## src/hdl/skt_ram.sv

```systemverilog
// Generic single-write, single-read synchronous RAM with registered read.
// No dependencies.
`timescale 1ns / 1ps
`default_nettype none

module skt_ram #(
  parameter int WIDTH = 8,
  parameter int DEPTH = 16
) (
  input  wire logic                     clk,
  input  wire logic                     we,
  input  wire logic [$clog2(DEPTH)-1:0] waddr,
  input  wire logic [WIDTH-1:0]         wdata,
  input  wire logic [$clog2(DEPTH)-1:0] raddr,
  output logic      [WIDTH-1:0]         rdata
);

  logic [WIDTH-1:0] mem_r [DEPTH];
  logic [WIDTH-1:0] rdata_r;

  always_ff @(posedge clk) begin
    if (we) begin
      mem_r[waddr] <= wdata;
    end
    rdata_r <= mem_r[raddr];
  end

  assign rdata = rdata_r;

endmodule

`default_nettype wire

```

## config.mk

```make
export PLATFORM = sky130hd
export DESIGN_NAME = skt_ram
export DESIGN_NICKNAME = d
export VERILOG_FILES = /design/src/hdl/skt_ram.sv
export SDC_FILE = /design/constraint.sdc
export NUM_CORES = 1
export LEC_CHECK = 0
export BUFFER_PORTS_ARGS = -buffer_cell sky130_fd_sc_hd__buf_2
export CAP_MARGIN = 15
export CORE_MARGIN = 5
export CORE_UTILIZATION = 30
export CTS_BUF_LIST = sky130_fd_sc_hd__clkbuf_16
export DETAILED_ROUTE_END_ITERATION = 8
export GPL_ROUTABILITY_DRIVEN = 1
export GPL_TIMING_DRIVEN = 0
export SYNTH_ARGS = -nofsm -noshare
export SYNTH_HDL_FRONTEND = slang
export SYNTH_SLANG_ARGS = --single-unit
```

## constraint.sdc

```tcl
create_clock -name clk -period 2 [get_ports clk]
set_input_delay 0.2 -clock clk [delete_from_list [all_inputs] [get_ports clk]]
set_output_delay 0.2 -clock clk [all_outputs]
set_load 0.02 [all_outputs]
```

==> impl_metrics.toml <==
[clock_tree]
hold_buffers = 0
ctsHtreeMaxLevel = 4
post_cts_buffers = 0
insertion_delay_ns = 0.40
cts_resized = 0
cts_buffers = 17
max-clock-path-buffers = 2
cts_sinks = 136
cts_root_buffer = "clkbuf_16"
cts_tree = "built"
clk_pin_slew_ns = 0.05

[status]
status = "finished, final reports clean"

[global_route]
grt_first_pass_wirelength_um = 15300
groute.usage.overall = 0.109
grt_remaining_overflow = 0
grt_pass1_vias = 2450
antenna_found_initial = 0
grt_max_degree = 17

[final_layout]
final_common_cell = "edfxtp_1"
fin_cells = 509
final_cell_mix = "edfxtp_1, buf_2, mux4_2"
nets = 294
area_delta_synth_final_pct = 20.2
n_antenna_cell = 0
fill_cells = 1554
drive_above_1_share = 0.280

[synthesis]
synth-main-ff-cell = "edfxtp_1"
synth-edff-count = 128
avgSynthCellArea_um2 = 22.5
synth-xor-area-share = 0
synth_top_family_by_area = "multiplexers"
syn_area_um2 = 5150
synth-seq-cells = 136
synth_compound_area_frac = 0.0233
yosysSeqAreaShare = 0.778
syn_inst = 229
synth_warnings = 0
synth-adder-area-share = 0
yosys.area_share.simple = 0.0318
synthDistinctLibCells = 19
syn_nets = 247
synthMuxAreaShare = 0.150
async_flop_share = 0

[sta]
finalSetupViolations = 0
slew_headroom = 0.429
maxSlewViolCount = 0
max_freq_ghz = 0.662
finalClockSkew_ns = 0.00478
hold_viol = 0
rsz0062_at_grt = "no"
worst_slew_pin_slew_ns = 0.854
postLayoutSetupSlackWorst_ns = 0.488
fin_crit_ns = 1.51
period_share = 0.756

[worst_setup_path]
path_cells = "buf_2 > or3b_2 > nor2_1"
cp_top_family = "simple AND/OR/NAND/NOR gates"
worstPathArrival_ns = 1.54
critPathBufInv = 1
endpoint_kind = "flop"
critPathSlowestCell = "nor2_1"
path_class = "input pin to flop"
cp_slowest_stage_delay_ns = 0.68
cp-start-kind = "input pin"
crit_fanout = 8
required_ns = 2.02

[worst_hold_path]
hp-class = "input pin to flop"

[placement]
gp_congestion = 0.698
dp.cells = 476
pre_cts_ws_ns = 0.0396
dp_hpwl_um = 6650
portBuffers = 24

[die]
num_rows = 47
initial_utilization = 0.308
die_h_um = 141
fp.dieW_um = 141
die-area_um2 = 19900
ios = 26
core_um2 = 16700

[power]
power.density_nw_per_um2 = 1090
p_total_mw = 6.76
power_leakage_nw = 2.07
ir_drop_v = 0.000578

[routing]
drt_pass1_iterations = 4
vias_per_cell = 4.67
drt-initial-drc-count = 159
wirelength_um = 10200
wire_per_inst_um = 20.1
via_count = 2376
drc_errors = 0
postRouteAntennaNets = 0

[run]
cap_violations = 0
==> power by group <==
group	internal [mW]	switching (mW)	leakage, nW
combinational	0.128	0.200	0.536
clock	2.17	1.05	0.312
sequential	3.19	0.0137	1.22
total	5.49	1.27	2.07
==> registers in the layout, indices dropped and copies added (netlist names) <==
name and cells:
mem_r 128, rdata 8
==> cells in the mapped netlist (all sizes together), types with 2 or more instances <==
cell	count	share of area
nor3	4	0.0039
nand2b	2	0.0024
nand2	9	0.0066
dfxtp	8	0.031
nand3b	2	0.0029
edfxtp	128	0.75
clkdlybuf4s25	3	0.0058
a22oi	16	0.023
mux4	32	0.15
buf	7	0.011
nor2	13	0.0095
==> final cells by class <==
type / count / area (um2) / share of cell area
buffer: 10 / 86.3 / 0.0140
clock inverter: 15 / 193 / 0.0311
timing repair buffer: 28 / 148 / 0.0239
sequential: 136 / 4000 / 0.647
tap: 220 / 275 / 0.0445
multi-input combinational: 83 / 1060 / 0.171
clock buffer: 17 / 425 / 0.0687
==> metal layers <==
metal,global-route usage,share of wire,vias up
li1,-,-,1066
met1,0.149,0.42,1215
met2,0.168,0.49,85
met3,0.0274,0.082,10
met4,0.0428,0.0092,0
met5,0,0,-
==> logic make-up after synthesis <==
family          count (synthesis)
compound gates                 16
buf+inv                        10
flops                         136
mux                            32
simple gates                   35
==> worst paths after layout <==
path | startpoint | depth (start not counted) | slack, ns | end
setup / recovery | waddr[2] | 3 | 0.49 | mem_r[3][0]
hold / removal | wdata[6] | 1 | 0.19 | mem_r[7][6]
setup reg to reg | mem_r[5][2] | 3 | 0.61 | rdata[2]
hold reg to reg | mem_r[8][1] | 3 | 0.68 | rdata[1]
==> worst reg2reg max path: stages (launching register included) <==
cell and delay [ns]:
edfxtp_1 0.35, mux4_1 0.56, a22oi_1 0.26, nand2_1 0.10
==> per-stage QoR <==
step | hold WS (ns) | setup TNS (ns) | cell area [um2] | utilization
floorplan | 0.299 | 0 | 5150 | -
global placement | 0.605 | -2.69 | 5540 | 0.332
detailed placement | 0.616 | 0 | 5560 | 0.333
CTS | 0.188 | 0 | 6180 | 0.370
global route | 0.188 | 0 | 6190 | 0.371
finish | 0.191 | 0 | 6190 | 0.371
Note: power is estimated with default switching activity, not from simulation.
