$ cat src/hdl/skt_pkg.sv
// Shared types and constants for the sorted key table.
// Used by the controller, the top level and the checker; depends on nothing.
`timescale 1ns / 1ps
`default_nettype none

package skt_pkg;

  localparam int KEY_W   = 37;
  localparam int HASH_W  = 256;
  localparam int ENTRY_W = KEY_W + HASH_W;
  localparam int CNT_OUT_W = 9;

  localparam logic OP_LOOKUP = 1'b0;
  localparam logic OP_UPSERT = 1'b1;

  localparam logic [1:0] ST_OK   = 2'd0;
  localparam logic [1:0] ST_MISS = 2'd1;
  localparam logic [1:0] ST_FULL = 2'd2;

  typedef struct packed {
    logic        operation;
    logic [5:0]  level;
    logic [30:0] node_idx;
    logic [63:0] hash_in_w0;
    logic [63:0] hash_in_w1;
    logic [63:0] hash_in_w2;
    logic [63:0] hash_in_w3;
  } skt_in_t;

  typedef struct packed {
    logic [1:0]  status;
    logic [63:0] hash_out_w0;
    logic [63:0] hash_out_w1;
    logic [63:0] hash_out_w2;
    logic [63:0] hash_out_w3;
    logic [8:0]  entry_count;
  } skt_out_t;

  typedef struct packed {
    logic [KEY_W-1:0]  key;
    logic [HASH_W-1:0] hash;
  } skt_entry_t;

  typedef enum logic [2:0] {
    S_IDLE,
    S_SRCH,
    S_CMP,
    S_CHK,
    S_SHIFT,
    S_SHEND,
    S_INS,
    S_OUT
  } skt_state_t;

endpackage

`default_nettype wire

$ cat src/hdl/skt_ctrl.sv
// Sequencer for the sorted table: binary search, hit check, shift-up and insert.
// Uses skt_pkg; drives the ports of one skt_ram holding key and hash per entry.
`timescale 1ns / 1ps
`default_nettype none

module skt_ctrl #(
  parameter int CAPACITY = 256
) (
  input  wire logic                          clk,
  input  wire logic                          rst_n,
  input  wire logic                          in_valid,
  output logic                               in_stall,
  input  wire skt_pkg::skt_in_t              in_data,
  output logic                               res_valid,
  input  wire logic                          res_ready,
  output skt_pkg::skt_out_t                  res_data,
  output logic                               mem_we,
  output logic [$clog2(CAPACITY)-1:0]        mem_waddr,
  output logic [skt_pkg::ENTRY_W-1:0]        mem_wdata,
  output logic [$clog2(CAPACITY)-1:0]        mem_raddr,
  input  wire logic [skt_pkg::ENTRY_W-1:0]   mem_rdata
);

  import skt_pkg::*;

  localparam int AW = $clog2(CAPACITY);
  localparam int CW = $clog2(CAPACITY + 1);
  localparam logic [CW-1:0] CAP_CNT = CW'(CAPACITY);

  skt_state_t        state_r, state_nxt;
  logic              op_r, op_nxt;
  logic [KEY_W-1:0]  key_r, key_nxt;
  logic [HASH_W-1:0] hash_r, hash_nxt;
  logic [CW-1:0]     lo_r, lo_nxt;
  logic [CW-1:0]     hi_r, hi_nxt;
  logic [CW-1:0]     cnt_r, cnt_nxt;
  logic [AW-1:0]     src_r, src_nxt;
  logic              pend_r, pend_nxt;
  logic [AW-1:0]     pend_addr_r, pend_addr_nxt;
  logic [1:0]        res_status_r, res_status_nxt;
  logic [HASH_W-1:0] res_hash_r, res_hash_nxt;

  skt_entry_t        rd;
  skt_entry_t        new_entry;
  logic [CW-1:0]     mid;
  logic [CW-1:0]     cnt_m1;
  logic              hit;
  logic [CW+CNT_OUT_W-1:0] cnt_ext;

  assign rd        = skt_entry_t'(mem_rdata);
  assign new_entry = '{key: key_r, hash: hash_r};
  assign mid       = lo_r + ((hi_r - lo_r) >> 1);
  assign cnt_m1    = cnt_r - CW'(1);
  assign hit       = (lo_r < cnt_r) && (rd.key == key_r);
  assign cnt_ext   = {{CNT_OUT_W{1'b0}}, cnt_r};

  always_ff @(posedge clk) begin
    if (!rst_n) begin
      state_r <= S_IDLE;
      cnt_r   <= '0;
      pend_r  <= 1'b0;
    end else begin
      state_r <= state_nxt;
      cnt_r   <= cnt_nxt;
      pend_r  <= pend_nxt;
    end
  end

  always_ff @(posedge clk) begin
    op_r         <= op_nxt;
    key_r        <= key_nxt;
    hash_r       <= hash_nxt;
    lo_r         <= lo_nxt;
    hi_r         <= hi_nxt;
    src_r        <= src_nxt;
    pend_addr_r  <= pend_addr_nxt;
    res_status_r <= res_status_nxt;
    res_hash_r   <= res_hash_nxt;
  end

  always_comb begin
    state_nxt      = state_r;
    op_nxt         = op_r;
    key_nxt        = key_r;
    hash_nxt       = hash_r;
    lo_nxt         = lo_r;
    hi_nxt         = hi_r;
    cnt_nxt        = cnt_r;
    src_nxt        = src_r;
    pend_nxt       = 1'b0;
    pend_addr_nxt  = pend_addr_r;
    res_status_nxt = res_status_r;
    res_hash_nxt   = res_hash_r;
    res_valid      = 1'b0;

    // Pending shift write lands in the cycle after its read.
    mem_we    = pend_r;
    mem_waddr = pend_addr_r;
    mem_wdata = mem_rdata;
    mem_raddr = mid[AW-1:0];

    unique case (state_r)
      S_IDLE: begin
        if (in_valid) begin
          op_nxt    = in_data.operation;
          key_nxt   = {in_data.level, in_data.node_idx};
          hash_nxt  = {in_data.hash_in_w3, in_data.hash_in_w2,
                       in_data.hash_in_w1, in_data.hash_in_w0};
          lo_nxt    = '0;
          hi_nxt    = cnt_r;
          state_nxt = S_SRCH;
        end
      end
      S_SRCH: begin
        if (lo_r < hi_r) begin
          mem_raddr = mid[AW-1:0];
          state_nxt = S_CMP;
        end else begin
          // Lower bound found; fetch it to test for a hit.
          mem_raddr = lo_r[AW-1:0];
          state_nxt = S_CHK;
        end
      end
      S_CMP: begin
        if (rd.key < key_r) begin
          lo_nxt = mid + CW'(1);
        end else begin
          hi_nxt = mid;
        end
        state_nxt = S_SRCH;
      end
      S_CHK: begin
        res_hash_nxt = '0;
        res_status_nxt = ST_OK;
        if (op_r == OP_LOOKUP) begin
          if (hit) begin
            res_hash_nxt = rd.hash;
          end else begin
            res_status_nxt = ST_MISS;
          end
          state_nxt = S_OUT;
        end else if (hit) begin
          mem_we    = 1'b1;
          mem_waddr = lo_r[AW-1:0];
          mem_wdata = new_entry;
          state_nxt = S_OUT;
        end else if (cnt_r == CAP_CNT) begin
          res_status_nxt = ST_FULL;
          state_nxt      = S_OUT;
        end else if (cnt_r == lo_r) begin
          state_nxt = S_INS;
        end else begin
          src_nxt   = cnt_m1[AW-1:0];
          state_nxt = S_SHIFT;
        end
      end
      S_SHIFT: begin
        // Read src now, write it to src+1 next cycle; walk downward.
        mem_raddr     = src_r;
        pend_nxt      = 1'b1;
        pend_addr_nxt = src_r + AW'(1);
        if (src_r == lo_r[AW-1:0]) begin
          state_nxt = S_SHEND;
        end else begin
          src_nxt = src_r - AW'(1);
        end
      end
      S_SHEND: begin
        state_nxt = S_INS;
      end
      S_INS: begin
        mem_we         = 1'b1;
        mem_waddr      = lo_r[AW-1:0];
        mem_wdata      = new_entry;
        cnt_nxt        = cnt_r + CW'(1);
        res_status_nxt = ST_OK;
        state_nxt      = S_OUT;
      end
      S_OUT: begin
        res_valid = 1'b1;
        if (res_ready) begin
          state_nxt = S_IDLE;
        end
      end
      default: begin
        state_nxt = S_IDLE;
      end
    endcase
  end

  assign in_stall = (state_r != S_IDLE);

  assign res_data = '{
    status:      res_status_r,
    hash_out_w0: res_hash_r[63:0],
    hash_out_w1: res_hash_r[127:64],
    hash_out_w2: res_hash_r[191:128],
    hash_out_w3: res_hash_r[255:192],
    entry_count: cnt_ext[CNT_OUT_W-1:0]
  };

endmodule

`default_nettype wire

$ cat config.mk
export PLATFORM = sky130hd
export DESIGN_NAME = skt_ctrl
export DESIGN_NICKNAME = d
export VERILOG_FILES = /design/src/hdl/skt_pkg.sv /design/src/hdl/skt_ctrl.sv
export SDC_FILE = /design/constraint.sdc
export NUM_CORES = 1
export LEC_CHECK = 0
export ABC_CLOCK_PERIOD_IN_PS = 27600
export BUFFER_PORTS_ARGS = -buffer_cell sky130_fd_sc_hd__buf_2
export CAP_MARGIN = 0
export CELL_PAD_IN_SITES_DETAIL_PLACEMENT = 0
export CELL_PAD_IN_SITES_GLOBAL_PLACEMENT = 1
export CORE_AREA = 2 2 459 461
export CTS_BUF_LIST = sky130_fd_sc_hd__clkbuf_16
export DETAILED_ROUTE_END_ITERATION = 6
export DIE_AREA = 0 0 461 463
export MAX_ROUTING_LAYER = met4
export PLACE_DENSITY = 0.34
export SYNTH_ARGS = -nofsm -noshare
export SYNTH_HDL_FRONTEND = slang
export SYNTH_SLANG_ARGS = --single-unit
export TNS_END_PERCENT = 100
$ cat constraint.sdc
create_clock -name clk -period 27.6 [get_ports clk]
set_clock_uncertainty 0.2 [all_clocks]
set_input_delay 5.52 -clock clk [delete_from_list [all_inputs] [get_ports clk]]
set_output_delay 5.52 -clock clk [all_outputs]
set_load 0.02 [all_outputs]
==> results of run 1 <==
[area by class of cell]
class | count | area, µm² | area share [%]
Clock inverter | 66 | 576.8 | 1.456
Sequential cell | 599 | 17860 | 45.07
Timing Repair Buffer | 1197 | 6083 | 15.35
Clock buffer | 88 | 2202 | 5.558
Tap cell | 2805 | 3510 | 8.858
Inverter | 75 | 289.0 | 0.7295
Antenna cell | 39 | 97.59 | 0.2463
Multi-Input combinational cell | 947 | 9004 | 22.73
[synthesized netlist by cell type, drive strengths merged, types with 2 or more instances]
library cell,number
o211ai,4
mux2,303
o21ai,30
clkbuf,43
edfxtp,586
buf,35
o21a,2
a221o,6
nand3,8
nor2b,6
o41ai,2
inv,75
a21o,12
nor4,5
xor2,10
or3,2
and4,2
nor3,18
nor3b,3
fa,2
nand2b,5
or4,3
nand2,20
a211oi,6
nand3b,2
o31ai,4
dfxtp,13
nand4,18
and3,9
a2111oi,2
nor2,33
and2,272
a31oi,5
a21oi,39
xnor2,34
ha,69
[tightest hold or removal path, stage by stage (launching register included)]
cell and delay, ps:
sky130_fd_sc_hd__dfxtp_1 340, sky130_fd_sc_hd__o21ai_0 80, sky130_fd_sc_hd__a21boi_0 80
[state kept, by name, indices dropped and copies added (netlist names)]
name and count:
cnt_r 9, src_r 8, res_hash_r 256, hash_r 256, state_r 3, pend_r 1, lo_r 9, key_r 37
op_r 1, hi_r 9, pend_addr_r 8, res_status_r 2
[power breakdown]
part	leakage, nW	switching (mW)	internal, mW
Combinational	9.73	0.696	0.372
Sequential	5.38	0.0678	1.15
Clock	1.41	0.476	0.637
Total	16.5	1.24	2.16
[how the worst max path moves through the flow]
stage / from / end / slack, ps / depth (start not counted)
floorplan: state_r[1]$_SDFFE_PN0P_ / mem_waddr[0] / 8120 / 7
global placement: mem_rdata[264] / mem_wdata[50] / 11070 / 12
detailed placement: mem_rdata[264] / mem_wdata[50] / 11030 / 12
CTS: mem_rdata[264] / mem_wdata[50] / 11030 / 12
global route: mem_rdata[264] / mem_wdata[50] / 10840 / 12
finish: mem_rdata[264] / mem_wdata[50] / 11070 / 12
[metrics by stage]
| step | cells | util, % |
|---|---|---|
| after floorplan | 1699 | - |
| after global placement | 5622 | 17.62 |
| after detailed placement | 5623 | 17.62 |
| after CTS | 5777 | 18.95 |
| after global routing | 5814 | 19.00 |
| final | 5816 | 19.00 |
[layer usage]
metal / routed length (µm) / vias up / global-route usage (%)
li1: - / 8774 / -
met1: 65380 / 9827 / 16.60
met2: 82130 / 846 / 26.09
met3: 10400 / 170 / 4.318
met4: 2917 / 0 / 3.433
met5: 0 / - / -
[logic make-up after synthesis]
kind of cell,share of synthesized area [%]
AO/OA/AOI/OAI,2.803
XOR/XNOR,1.395
adder cells (fa/ha/maj),3.270
buffers and inverters,2.930
flip-flops,64.63
multiplexers,16.18
AND/OR/NAND/NOR,8.790
==> results.cfg, run 1 <==
[status]
status = finished, final reports clean

[setup_path]
timing.critical_path.from_type = input port
path_common_cell = sky130_fd_sc_hd__buf_4
crit_chain = buf_2 -> ha_1 -> and3_1 -> and3_1 -> nand3_2 -> nor3_4 -> a31oi_4 -> buf_4 -> buf_4 -> buf_4 -> mux2_2 -> buf_2
critPathKind = in2out
worst_ep_required_time_ps = 21880
cp_top_family = buffers and inverters
regToRegEndpoint = res_hash_r[152]$_SDFFCE_PP0P_
cell_depth_of_the_worst_flop_to_flop_path = 9
worst_path_max_delay_cell = sky130_fd_sc_hd__a31oi_4
setup.worst_path.end_class = output pin
worst-path-max-fanout = 57
worst_ep_arrival_time_ps = 10810
regToRegSetupSlack_ps = 22930
timing.rr.start = key_r[36]$_DFFE_PP_
crit_path_max_incr_delay_ps = 900
cp_num_buf_inv = 5

[floorplanning]
die_height_um = 463
num_io_pins = 1170
fp.dieW_um = 461
core_um2 = 208500
floorplan.rows = 168
floorplan.die_area_um2 = 213400
initial_utilization_pct = 13.25

[place]
dp_slack_ps = 11030
detailed_place_hpwl_um = 131000
post_dp_cell_area_um2 = 36740
gp_routability_congestion = 0.8539
port_bufs = 1169

[synthesis]
yosys_register_bits = 599
synth_top_area_share_pct = 63.69
dominantRegCellSynth = sky130_fd_sc_hd__edfxtp_1
synth_area_leader_cell = sky130_fd_sc_hd__edfxtp_1
avgSynthCellArea_um2 = 16.26
share_of_flip_flops_with_an_asynchronous_set_or_reset_pct = 0
synthTopCellsByArea = sky130_fd_sc_hd__edfxtp_1 64%, sky130_fd_sc_hd__mux2_4 15%, sky130_fd_sc_hd__and2_1 6.2%
netlist-cell-type-count = 57
synth_cell_area_um2 = 27630
synthesis.yosys.warnings = 0
synth.net_count = 2361
synthesized_instance_count = 1699
synth_sequential_area_ratio_pct = 64.63
count_of_flip_flops_with_a_built_in_enable_after_synthesis = 586

[timing]
timing_hold_violations_final = 0
slew_headroom_pct = 22.42
worst_setup_slack_after_layout_ps = 11070
max_freq_ghz = 0.06049
setup-tns-final_ps = 0
layout_worst_path_cycle_share_pct = 59.90
holdWs_ps = 344.0
report.final.setup_viol = 0
final_max_slew_viol_count = 0
grt_setup_unrepaired = false
fin_crit_ps = 16530
tightestPinTransition_ps = 1156

[power]
worst_ir_drop_vdd_mv = 0.1000
cellLeakagePower_nw = 16.52
powerDensity_nw_per_um2 = 85.72
power.total_mw = 3.396

[clock_network]
insertion_delay_ps = 720
cts_post_setup_buffers_inserted = 0
clkSlewWorstSetupHoldPaths_ps = 60
cts_tree = built
cts_max_path_bufs = 3
tritoncts.num_buffers = 87
clkSinkCount = 599
h-tree-depth = 3
cts-resized-gates = 0
cts.root.buffer_cell = sky130_fd_sc_hd__clkbuf_16
cts_hold_buf = 0

[global_route]
first_global_vias = 20063
grt_first_pass_wirelength_um = 203900
globalRouteOverflowTotal = 0
antenna_found_initial = 98
grt_start_max_net_pins = 118
global_route_usage_sum_pct = 14.91

[routing]
drt_iter0_drc = 1077
drtPass1Iterations = 7
routed-via-count = 19617
detail_route.wl_per_cell_um = 27.65
detail_route.drc_violations = 0
totalWireLength_um = 160800
viasPerCell = 3.373
final_antenna_net_count = 0

[hold_path]
hold_path_class = reg2reg
hold_path_end = cnt_r[7]$_SDFFE_PN0N_
timing.hold.worst.start = cnt_r[7]$_SDFFE_PN0N_
worstHoldPathCells = 2

[layout]
fin_nets = 3569
filler_cell_count = 23025
final_design_area_no_fill_um2 = 39620
layout.cells.most_common = sky130_fd_sc_hd__buf_2
layout.cells.most_common_list = 1170 x sky130_fd_sc_hd__buf_2, 586 x sky130_fd_sc_hd__edfxtp_1, 279 x sky130_fd_sc_hd__mux2_4
final_layout_size_suffix_gt1_share_pct = 54.85
syn_to_final_growth_pct = 43.40

[job]
max-cap-violations = 0
Note: power is estimated with default switching activity, not from simulation.
==> inputs of run 2 (changes only) <==
ABC_CLOCK_PERIOD_IN_PS = 13850   (was 27600)
CORE_AREA = 2 2 454 456   (was 2 2 459 461)
DIE_AREA = 0 0 456 458   (was 0 0 461 463)
PLACE_DENSITY = 0.36   (was 0.34)
clock period = 13.85 ns   (was 27.6 ns; I/O delays follow)
==> results.cfg, run 2 (same netlist as run 1, synthesis figures left out) <==
[status]
status = finished, final reports clean

[hold_path]
hold_path_class = reg2reg
timing.hold.worst.start = cnt_r[7]$_SDFFE_PN0N_

[clock_network]
cts-resized-gates = 0
cts_tree = built
cts_max_path_bufs = 3
h-tree-depth = 3
cts_post_setup_buffers_inserted = 0
clkSlewWorstSetupHoldPaths_ps = 50
cts_hold_buf = 0
tritoncts.num_buffers = 86
cts.root.buffer_cell = sky130_fd_sc_hd__clkbuf_16
insertion_delay_ps = 710
clkSinkCount = 599

[setup_path]
crit_chain = buf_2 -> ha_1 -> nand4_1 -> nor4_2 -> nand3_2 -> nor3_4 -> a31oi_4 -> buf_12 -> buf_12 -> mux2_4 -> buf_2
critPathKind = in2out
worst_ep_required_time_ps = 10880
worst_ep_arrival_time_ps = 7820
worst-path-max-fanout = 102
setup.worst_path.end_class = output pin
crit_path_max_incr_delay_ps = 1010
timing.critical_path.from_type = input port
startpoint = mem_rdata[292]
worst_path_max_delay_cell = sky130_fd_sc_hd__nor4_2
timing.rr.start = key_r[34]$_DFFE_PP_

[routing]
viasPerCell = 3.441
drtPass1Iterations = 5
detail_route.wl_per_cell_um = 27.87
final_antenna_net_count = 0
routed-via-count = 19491
drt_iter0_drc = 1273
totalWireLength_um = 157900
detail_route.drc_violations = 0

[power]
seq_power_share_pct = 36.4
p_int_mw = 4.267
worst_ir_drop_vdd_mv = 0.2575
power_frac_clock_pct = 32.3
p_sw_mw = 2.418
combPwrFrac_pct = 31.3
powerDensity_nw_per_um2 = 170.1
cellLeakagePower_nw = 16.46
switching_share_pct = 36.16

[timing]
slew_headroom_pct = 26.54
fin_crit_ps = 10790
holdWs_ps = 343.8
layout_worst_path_cycle_share_pct = 77.91
grt_setup_unrepaired = false
tightestPinTransition_ps = 1093
timing_hold_violations_final = 0
max_freq_ghz = 0.09268
report.final.setup_viol = 0
setup-tns-final_ps = 0
final_max_slew_viol_count = 0

[floorplanning]
num_io_pins = 1170
core_um2 = 203800
floorplan.rows = 166
initial_utilization_pct = 13.56
floorplan.die_area_um2 = 208800
die_height_um = 458
fp.dieW_um = 456

[global_route]
first_global_vias = 19708
globalRouteOverflowTotal = 0
global_route_usage_sum_pct = 14.99
grt_first_pass_wirelength_um = 202200
antenna_found_initial = 85
grt_start_max_net_pins = 133

[place]
detailed_place_hpwl_um = 129300
port_bufs = 1169
gp_routability_congestion = 0.9058

[job]
max-cap-violations = 0

[layout]
layout.core_utilization_pct = 19.29
layout_top_registers = hash_r: 256 flops, res_hash_r: 256 flops, key_r: 37 flops
fin_nets = 3566
final_layout_size_suffix_gt1_share_pct = 54.72
syn_to_final_growth_pct = 42.28
layout.cells.most_common_list = 1169 x sky130_fd_sc_hd__buf_2, 586 x sky130_fd_sc_hd__edfxtp_1, 279 x sky130_fd_sc_hd__mux2_4
layout.cells.most_common = sky130_fd_sc_hd__buf_2
## run 2: changes by cell type in the layout (fill, tap and decap cells not counted), sizes merged
cell / before / now
clkinv: 36 / 30
clkinvlp: 4 / 7
clkbuf: 88 / 87
buf: 1197 / 1195
inv: 95 / 96
diode: 39 / 10
bufinv: 6 / 5
## run 2: path summary, 6_finish.rpt
check,end,slack [ps],cells past startpoint
setup reg to reg,res_hash_r[226]$_SDFFCE_PP0P_,8740,9
hold reg to reg,cnt_r[7]$_SDFFE_PN0N_,340,2
hold / removal,cnt_r[7]$_SDFFE_PN0N_,340,2
setup / recovery,mem_wdata[78],3060,11
## run 2: worst max-delay path, delay by kind of cell
family	cells	cell delay, ps
AO/OA/AOI/OAI	1	320
buffers and inverters	4	1100
AND/OR/NAND/NOR	4	2180
multiplexers	1	490
adder cells (fa/ha/maj)	1	320
## run 2: through the flow
| stage | std cells | setup slack (ps) | cell area (µm²) | power (mW) |
|---|---|---|---|---|
| global placement | 5504 | 3084 | 36580 | 4.623 |
| CTS | 5654 | 3054 | 39280 | 6.847 |
| floorplan | 1699 | 1869 | 27630 | 3.711 |
| global route | 5658 | 2940 | 39290 | 7.060 |
| finish | 5664 | 3060 | 39310 | 6.685 |
| detailed placement | 5504 | 3069 | 36580 | 4.598 |
## run 2: per-layer routing
metal	track usage (%)	vias to the layer above	share of wire [%]
met2	27.01	742	53
li1	-	8706	-
met5	-	-	0
met3	2.679	229	4.1
met1	17.43	9814	41
met4	2.703	0	2.1
## run 2: layout make-up
class,count,area [µm²]
fillers,22340,164400
flip-flops and latches,599,17860
clock inverters,63,526.8
diodes,10,25.02
inverters,75,289.0
multi-input cells,947,8987
clock buffers,87,2177
repair buffers,1195,6083
well taps,2688,3363
## run 2: power by group through the flow
| stage | Clock (mW) | Sequential, mW | Combinational [mW] |
|---|---|---|---|
| floorplan | 0 | 2.52 | 1.19 |
| detailed placement | 0 | 2.47 | 2.12 |
| CTS | 2.27 | 2.44 | 2.14 |
| global placement | 0 | 2.48 | 2.14 |
| global route | 2.31 | 2.46 | 2.29 |
| finish | 2.16 | 2.44 | 2.09 |
